`src/rtl/smpq_pkg.sv`:
```
`default_nettype none
package smpq_pkg;

    // Queue geometry
    localparam int DEPTH = 16;
    localparam int CNT_W = $clog2(DEPTH + 1);
    localparam int KEY_W = 16;
    localparam int TAG_W = 32;
    localparam int STAT_W = 2;

    // Request operation codes
    localparam logic FUNC_INSERT = 1'b0;
    localparam logic FUNC_LIST   = 1'b1;

    // Result status codes
    localparam logic [STAT_W-1:0] STAT_INSERTED = 2'd0;
    localparam logic [STAT_W-1:0] STAT_FULL     = 2'd1;
    localparam logic [STAT_W-1:0] STAT_LISTED   = 2'd2;
    localparam logic [STAT_W-1:0] STAT_EMPTY    = 2'd3;

    typedef struct packed {
        logic [KEY_W-1:0] key;
        logic [TAG_W-1:0] tag;
    } entry_t;

    // Broadcast control from the sequencer to every cell
    typedef struct packed {
        logic   insert;
        logic   rotate;
        entry_t new_ent;
    } cell_ctl_t;

endpackage
`default_nettype wire

```
`src/rtl/smpq_in_if.sv`:
```
`default_nettype none
interface smpq_in_if;
    import smpq_pkg::*;

    logic             valid;
    logic             ready;
    logic             func;
    logic [KEY_W-1:0] fuel_key;
    logic [TAG_W-1:0] flight_tag;

    modport source (output valid, output func, output fuel_key, output flight_tag,
                    input ready);
    modport sink   (input valid, input func, input fuel_key, input flight_tag,
                    output ready);
endinterface
`default_nettype wire

```
`src/rtl/smpq_out_if.sv`:
```
`default_nettype none
interface smpq_out_if;
    import smpq_pkg::*;

    logic              valid;
    logic              ready;
    logic [STAT_W-1:0] status;
    logic [KEY_W-1:0]  out_key;
    logic [TAG_W-1:0]  out_tag;
    logic              last;

    modport source (output valid, output status, output out_key, output out_tag,
                    output last, input ready);
    modport sink   (input valid, input status, input out_key, input out_tag,
                    input last, output ready);
endinterface
`default_nettype wire

```
`src/rtl/stable_min_priority_queue_top.sv`:
```
`default_nettype none
// Sorted priority queue of up to DEPTH (16) entries, each a 16-bit key and a
// 32-bit tag, held in a row of shift cells in ascending key order; equal keys
// keep arrival order. On an insert request every cell compares its key with
// the new key in parallel and the row opens a slot in a single shift, so
// inserts are accepted back to back while results are taken. An insert into
// a full queue is dropped and answered with status full. A list request
// rotates the row one place per cycle past the head cell while results are
// taken, giving one result per stored entry (last marks the final one); the
// row is back in order when the rotation ends. A list of an empty queue
// gives one empty result.
module stable_min_priority_queue_top (
    input  wire logic   clk,
    input  wire logic   rst_n,
    smpq_in_if.sink     req,
    smpq_out_if.source  rsp
);
    import smpq_pkg::*;

    typedef enum logic [1:0] {
        ST_IDLE = 2'b01,
        ST_LIST = 2'b10
    } state_t;

    state_t            state_reg, state_next;
    logic [CNT_W-1:0]  count_reg, count_next;
    logic [CNT_W-1:0]  remain_reg, remain_next;
    logic              out_valid_reg, out_valid_next;
    logic [STAT_W-1:0] out_status_reg, out_status_next;
    entry_t            out_ent_reg, out_ent_next;
    logic              out_last_reg, out_last_next;

    cell_ctl_t ctl;
    entry_t    cell_ent [DEPTH];
    logic      cell_keep [DEPTH];
    logic      take;
    logic      acc;

    // Output slot is free when empty or being drained this cycle
    assign take      = !out_valid_reg || rsp.ready;
    assign req.ready = (state_reg == ST_IDLE) && take;
    assign acc       = req.valid && req.ready;

    // Row of cells
    for (genvar i = 0; i < DEPTH; i++)
    begin : g_cell
        logic   occ;
        logic   tail;
        logic   lkeep;
        entry_t lent;
        entry_t rent;

        assign occ  = CNT_W'(i) < count_reg;
        assign tail = count_reg == CNT_W'(i + 1);

        if (i == 0)
        begin : g_head
            assign lkeep = 1'b1;
            assign lent  = ctl.new_ent;
        end
        else
        begin : g_body
            assign lkeep = cell_keep[i-1];
            assign lent  = cell_ent[i-1];
        end

        if (i == DEPTH - 1)
        begin : g_end
            assign rent = cell_ent[i];
        end
        else
        begin : g_mid
            assign rent = cell_ent[i+1];
        end

        smpq_cell u_cell (
            .clk       (clk),
            .ctl       (ctl),
            .occupied  (occ),
            .is_tail   (tail),
            .left_keep (lkeep),
            .left_ent  (lent),
            .right_ent (rent),
            .head_ent  (cell_ent[0]),
            .ent       (cell_ent[i]),
            .keep      (cell_keep[i])
        );
    end

    // Sequencer
    always_comb
    begin
        state_next      = state_reg;
        count_next      = count_reg;
        remain_next     = remain_reg;
        out_valid_next  = out_valid_reg && !rsp.ready;
        out_status_next = out_status_reg;
        out_ent_next    = out_ent_reg;
        out_last_next   = out_last_reg;
        ctl.insert      = 1'b0;
        ctl.rotate      = 1'b0;
        ctl.new_ent.key = req.fuel_key;
        ctl.new_ent.tag = req.flight_tag;

        case (state_reg)
            ST_IDLE:
            begin
                if (acc)
                begin
                    out_ent_next  = '0;
                    out_last_next = 1'b1;
                    if (req.func == FUNC_LIST)
                    begin
                        if (count_reg == '0)
                        begin
                            out_valid_next  = 1'b1;
                            out_status_next = STAT_EMPTY;
                        end
                        else
                        begin
                            state_next  = ST_LIST;
                            remain_next = count_reg;
                        end
                    end
                    else if (count_reg == CNT_W'(DEPTH))
                    begin
                        out_valid_next  = 1'b1;
                        out_status_next = STAT_FULL;
                    end
                    else
                    begin
                        out_valid_next  = 1'b1;
                        out_status_next = STAT_INSERTED;
                        ctl.insert      = 1'b1;
                        count_next      = count_reg + 1'b1;
                    end
                end
            end
            ST_LIST:
            begin
                if (take)
                begin
                    out_valid_next  = 1'b1;
                    out_status_next = STAT_LISTED;
                    out_ent_next    = cell_ent[0];
                    out_last_next   = remain_reg == CNT_W'(1);
                    ctl.rotate      = 1'b1;
                    remain_next     = remain_reg - 1'b1;
                    if (remain_reg == CNT_W'(1))
                    begin
                        state_next = ST_IDLE;
                    end
                end
            end
            default:
            begin
                state_next = ST_IDLE;
            end
        endcase
    end

    // Control registers
    always_ff @(posedge clk or negedge rst_n)
    begin
        if (!rst_n)
        begin
            state_reg     <= ST_IDLE;
            count_reg     <= '0;
            remain_reg    <= '0;
            out_valid_reg <= 1'b0;
        end
        else
        begin
            state_reg     <= state_next;
            count_reg     <= count_next;
            remain_reg    <= remain_next;
            out_valid_reg <= out_valid_next;
        end
    end

    // Result payload
    always_ff @(posedge clk)
    begin
        out_status_reg <= out_status_next;
        out_ent_reg    <= out_ent_next;
        out_last_reg   <= out_last_next;
    end

    assign rsp.valid   = out_valid_reg;
    assign rsp.status  = out_status_reg;
    assign rsp.out_key = out_ent_reg.key;
    assign rsp.out_tag = out_ent_reg.tag;
    assign rsp.last    = out_last_reg;

    // Checks
    a_count_bound: assert property (@(posedge clk) disable iff (!rst_n)
        count_reg <= CNT_W'(DEPTH))
        else $error("entry count above depth");

    a_list_blocks: assert property (@(posedge clk) disable iff (!rst_n)
        (state_reg == ST_LIST) |-> !req.ready)
        else $error("request taken during list");

    a_list_keeps_count: assert property (@(posedge clk) disable iff (!rst_n)
        (state_reg == ST_LIST) |=> (count_reg == $past(count_reg)))
        else $error("count changed by list");

    a_last_ends_list: assert property (@(posedge clk) disable iff (!rst_n)
        (rsp.valid && rsp.status == STAT_LISTED && rsp.last) |-> (state_reg == ST_IDLE))
        else $error("list still running after last entry");

    a_head_sorted: assert property (@(posedge clk) disable iff (!rst_n)
        (state_reg == ST_IDLE && count_reg >= CNT_W'(2))
            |-> (cell_ent[0].key <= cell_ent[1].key))
        else $error("head cells out of order");

endmodule
`default_nettype wire

```
`src/rtl/smpq_cell.sv`:
```
`default_nettype none
module smpq_cell (
    input  wire logic                clk,
    input  wire smpq_pkg::cell_ctl_t ctl,
    input  wire logic                occupied,
    input  wire logic                is_tail,
    input  wire logic                left_keep,
    input  wire smpq_pkg::entry_t    left_ent,
    input  wire smpq_pkg::entry_t    right_ent,
    input  wire smpq_pkg::entry_t    head_ent,
    output smpq_pkg::entry_t         ent,
    output logic                     keep
);
    import smpq_pkg::*;

    entry_t ent_reg;
    entry_t ent_next;

    // An occupied entry with key <= new key stays put (ties keep arrival order)
    assign keep = occupied && (ent_reg.key <= ctl.new_ent.key);
    assign ent  = ent_reg;

    // Insert: take the new entry at the boundary, shift right past it.
    // Rotate: move one place toward the head, tail wraps around from the head.
    always_comb
    begin
        ent_next = ent_reg;
        if (ctl.insert && !keep)
        begin
            ent_next = left_keep ? ctl.new_ent : left_ent;
        end
        else if (ctl.rotate)
        begin
            ent_next = is_tail ? head_ent : right_ent;
        end
    end

    always_ff @(posedge clk)
    begin
        ent_reg <= ent_next;
    end

endmodule
`default_nettype wire

```
`src/flat_wrapper.sv`:
```
// flat-port wrapper written by rule: the top's interface ports become plain ports
module stable_min_priority_queue_top_flat import smpq_pkg::*;
  (clk, rst_n, req_valid, req_func, req_fuel_key, req_flight_tag, req_ready, rsp_valid, rsp_status, rsp_out_key, rsp_out_tag, rsp_last, rsp_ready);
  smpq_in_if req_i ();
  smpq_out_if rsp_i ();
  input  wire logic clk;
  input  wire logic rst_n;
  input wire logic [$bits(req_i.valid)-1:0] req_valid;
  input wire logic [$bits(req_i.func)-1:0] req_func;
  input wire logic [$bits(req_i.fuel_key)-1:0] req_fuel_key;
  input wire logic [$bits(req_i.flight_tag)-1:0] req_flight_tag;
  output wire logic [$bits(req_i.ready)-1:0] req_ready;
  output wire logic [$bits(rsp_i.valid)-1:0] rsp_valid;
  output wire logic [$bits(rsp_i.status)-1:0] rsp_status;
  output wire logic [$bits(rsp_i.out_key)-1:0] rsp_out_key;
  output wire logic [$bits(rsp_i.out_tag)-1:0] rsp_out_tag;
  output wire logic [$bits(rsp_i.last)-1:0] rsp_last;
  input wire logic [$bits(rsp_i.ready)-1:0] rsp_ready;
  assign req_i.valid = req_valid;
  assign req_i.func = req_func;
  assign req_i.fuel_key = req_fuel_key;
  assign req_i.flight_tag = req_flight_tag;
  assign req_ready = req_i.ready;
  assign rsp_valid = rsp_i.valid;
  assign rsp_status = rsp_i.status;
  assign rsp_out_key = rsp_i.out_key;
  assign rsp_out_tag = rsp_i.out_tag;
  assign rsp_last = rsp_i.last;
  assign rsp_i.ready = rsp_ready;
  stable_min_priority_queue_top u_core (.clk(clk), .rst_n(rst_n), .req(req_i), .rsp(rsp_i));
endmodule
```
`config.mk`:
```
export PLATFORM = sky130hd
export DESIGN_NAME = stable_min_priority_queue_top_flat
export DESIGN_NICKNAME = d
export VERILOG_FILES = /design/src/rtl/smpq_pkg.sv /design/src/rtl/smpq_in_if.sv /design/src/rtl/smpq_out_if.sv /design/src/rtl/stable_min_priority_queue_top.sv /design/src/rtl/smpq_cell.sv /design/src/flat_wrapper.sv
export SDC_FILE = /design/constraint.sdc
export NUM_CORES = 2
export LEC_CHECK = 0
export BUFFER_PORTS_ARGS = -buffer_cell sky130_fd_sc_hd__buf_2
export CAP_MARGIN = 20
export CORE_ASPECT_RATIO = 1.1
export CORE_MARGIN = 4
export CORE_UTILIZATION = 50
export DETAILED_ROUTE_END_ITERATION = 16
export MAX_ROUTING_LAYER = met4
export PLACE_DENSITY = 0.66
export SKIP_LAST_GASP = 1
export SLEW_MARGIN = 10
export SYNTH_ARGS = -nofsm -noshare
export SYNTH_HDL_FRONTEND = slang
export SYNTH_SLANG_ARGS = --single-unit
```
`constraint.sdc`:
```
create_clock -name clk -period 15.25 [get_ports clk]
set_clock_uncertainty 0.15 [all_clocks]
set_input_delay 3.05 -clock clk [delete_from_list [all_inputs] [get_ports clk]]
set_output_delay 3.05 -clock clk [all_outputs]
set_load 0.02 [all_outputs]
```
==> flow_metrics.tcl <==
set metrics [dict create \
    outcome "finished clean" \
    muxShareOfSynthArea_pct 24.26 \
    p_seq_share_pct 35.8 \
    cts-hold-fix-buffers 0 \
    cts_setup_buffers 0 \
    drive_gt1_share_pct 10.72 \
    startpoint_type "input pin" \
    critPathCaptureType "flip-flop" \
    ant_nets 0 \
    overflow 0 \
    rsz0062_at_grt "false" \
    core_area_um2 106000 \
    dpl_worst_slack_ns 6.987 \
    route.vias.total 41390 \
    min_from "u_core.state_reg[0]" \
    synth_edf_count 819 \
    synth_area_um2 53600 \
    place_area_um2 55210 \
    synthXorXnorAreaFrac_pct 0.06536 \
    path_delay_family "simple AND/OR/NAND/NOR gates" \
    insertion_delay_ns 0.73 \
    grt_pass1_vias 40890 \
    fmax_mhz 130.0 \
    cts.clk_slew.worst_paths_ns 0.06 \
    combPwrFrac_pct 45.3 \
    pwr-share-clk_pct 18.9 \
    ys.flop_type "edfxtp_1" \
    crit_chain "buf_2, inv_1, ha_1, and4_1, nand2_1, nor3_1, nand4_1, nand3_4, buf_4, nand2_4" \
    cts.sinks 832 \
    layout_commonest_cell "mux2i_1" \
    cp_slowest_stage_delay_ns 0.84 \
    synth-compound-area-share_pct 10.88 \
    cts-htree-levels 3 \
    portBuffers 105 \
    antenna_found_initial 9 \
    dp_hpwl_mm 116.3 \
    grt_util_all_layers_pct 34.35 \
    grt_util_met3_pct 6.892 \
    cts_made_buffers 95 \
    final_cell_mix "mux2i_1, edfxtp_1, nand2_1" \
    firstDrtPassIters 6 \
    row_count 125 \
    cp_max_fo 65 \
    setup_tns_ns 0 \
    start_util_pct 50.55 \
    worst_ep_arrival_time_ns 7.72 \
    setup_ws_ns 7.558 \
    placed_cells 5894 \
    ios 106 \
    largest_reg_flops 768 \
    rrSetupSlack_ns 10.01 \
    crit_start "req_fuel_key[13]" \
    switching_share_pct 43.47 \
    chipHeight_um 351.4 \
    syn_to_final_growth_pct 8.968 \
    syn_nets 5054 \
    synth.distinct_cells 70 \
    nets 4912 \
    drc_errors 0 \
    place_congestion 0.9898 \
    drtIter0Drc 5118 \
    p_int_mw 7.222 \
    yosysWarnings 0 \
    hold_viol 0 \
    met1_usage_pct 42.07 \
    synth.yosys.seq_area_share_pct 46.49 \
    power-per-cell-area_nw_per_um2 218.7 \
    die_w_um 320.2 \
    fin_crit_sh_pct 50.44 \
    grt_pass1_wl_mm 278.6 \
    cts_tree "done" \
    criticalPathCategory "input pin to flip-flop" \
    grt_max_degree 75 \
    critical_path_buf_inv_count 3 \
    multi_input_area_um2 27160 \
    irDropWorstVdd_mv 0.1728 \
    min_path_type "flip-flop to flip-flop" \
    synthArstFlopShare_pct 1.563 \
    period_needed_ns 7.692 \
    postLayoutCoreUtil_pct 55.08 \
    post-route-cell-area_um2 58410 \
    wl_per_cell_um 31.84 \
    nFillCells 9140 \
    die_area_um2 112500 \
    synth-adder-area-share_pct 6.139 \
    finalMaxSlewViolations 0 \
    relSlewSlack_pct 19.57 \
    tightestPinTransition_ns 1.206 \
    ff_latch_area_um2 24920 \
    root_buffer "clkbuf_16" \
    critPathSlowestCell "nand2_4" \
    cts-resized-gates 0 \
    cp.required_ns 15.28 \
    maxCapViolations 0 \
    hold_ws_ns 0.3797 \
    syn_area_per_cell_um2 11.31 \
    netlist_instances 4738 \
    instances_no_fill 6074 \
    power.leakage_nw 23.70 \
    synth_top_family_by_area "multiplexers" \
    p_total_mw 12.78 \
    synth-simple-area-share_pct 8.417 \
    r2r_start "u_core.count_reg[0]" \
    finalSetupViolCount 0 \
    top_usage_layer "met2" \
    ys_ff_latch 832 \
    clockBufferDepth 3 \
    drt-total-wl_mm 193.4 \
    power_switching_mw 5.554 \
    grt_use_met2_pct 53.50 \
    avgViaCountPerCell 6.815 \
]
## final timing paths
check | depth (start not counted) | to
max reg2reg | 9 | u_core.g_cell[7].u_cell.ent[3]
max in group asynchronous | 1 | u_core.state_reg[0]
min reg2reg | 1 | u_core.state_reg[0]
min | 1 | u_core.state_reg[0]
min in group asynchronous | 1 | u_core.count_reg[2]
max | 10 | u_core.g_cell[7].u_cell.ent[3]
## Yosys cell counts (17+ instances only)
cell      count  area, um2
a22oi_1     111      833.3
a21oi_1     421       2107
nand2_1     569       2136
clkbuf_1    265      994.7
and2_1       60      375.4
nor2_1      105      394.1
mux2i_1    1245      12460
edfxtp_1    819      24590
buf_1        25      93.84
o21ai_0      42      210.2
nand4_1      53      331.6
nor2b_1      17      106.4
nand2b_1    101      631.9
mux2_2       48      540.5
inv_1        52      195.2
ha_1        263       3291
a32oi_1     144       1261
nand3_1      28      140.1
buf_2       118      590.6
a21o_1       31      232.7
o221a_2      48      540.5
buf_4        17      127.6
## kinds of logic after synthesis
kind of cell             count (synthesis)
adder cells (fa/ha/maj)                263
flip-flops                             832
buffers and inverters                  478
AO/OA/AOI/OAI                          877
multiplexers                          1293
AND/OR/NAND/NOR                        991
XOR/XNOR                                 4
## per-layer routing
metal  up-vias  part of all wire (%)
met2      2416                    46
met3       632                   9.0
met1     20620                    39
met5         -                     0
met4         0                   6.5
li1      17730                     -
## area by class of cell
type / instances / area share (%)
tap: 1397 / 2.993
clock buffer: 117 / 4.246
multi-input combinational: 3428 / 46.51
timing repair buffer: 187 / 2.069
sequential: 832 / 42.66
inverter: 52 / 0.3342
antenna: 3 / 0.01285
clock inverter: 58 / 1.176
## power groups by stage
stage	Combinational, mW	Clock, mW	Sequential, mW
floorplan	3.79	0	4.30
global placement	5.50	0	4.57
detailed placement	5.63	0	4.58
CTS	5.64	2.43	4.54
global route	6.10	2.51	4.64
finish	5.79	2.41	4.57
No activity file was read; power rests on OpenSTA's default activity.
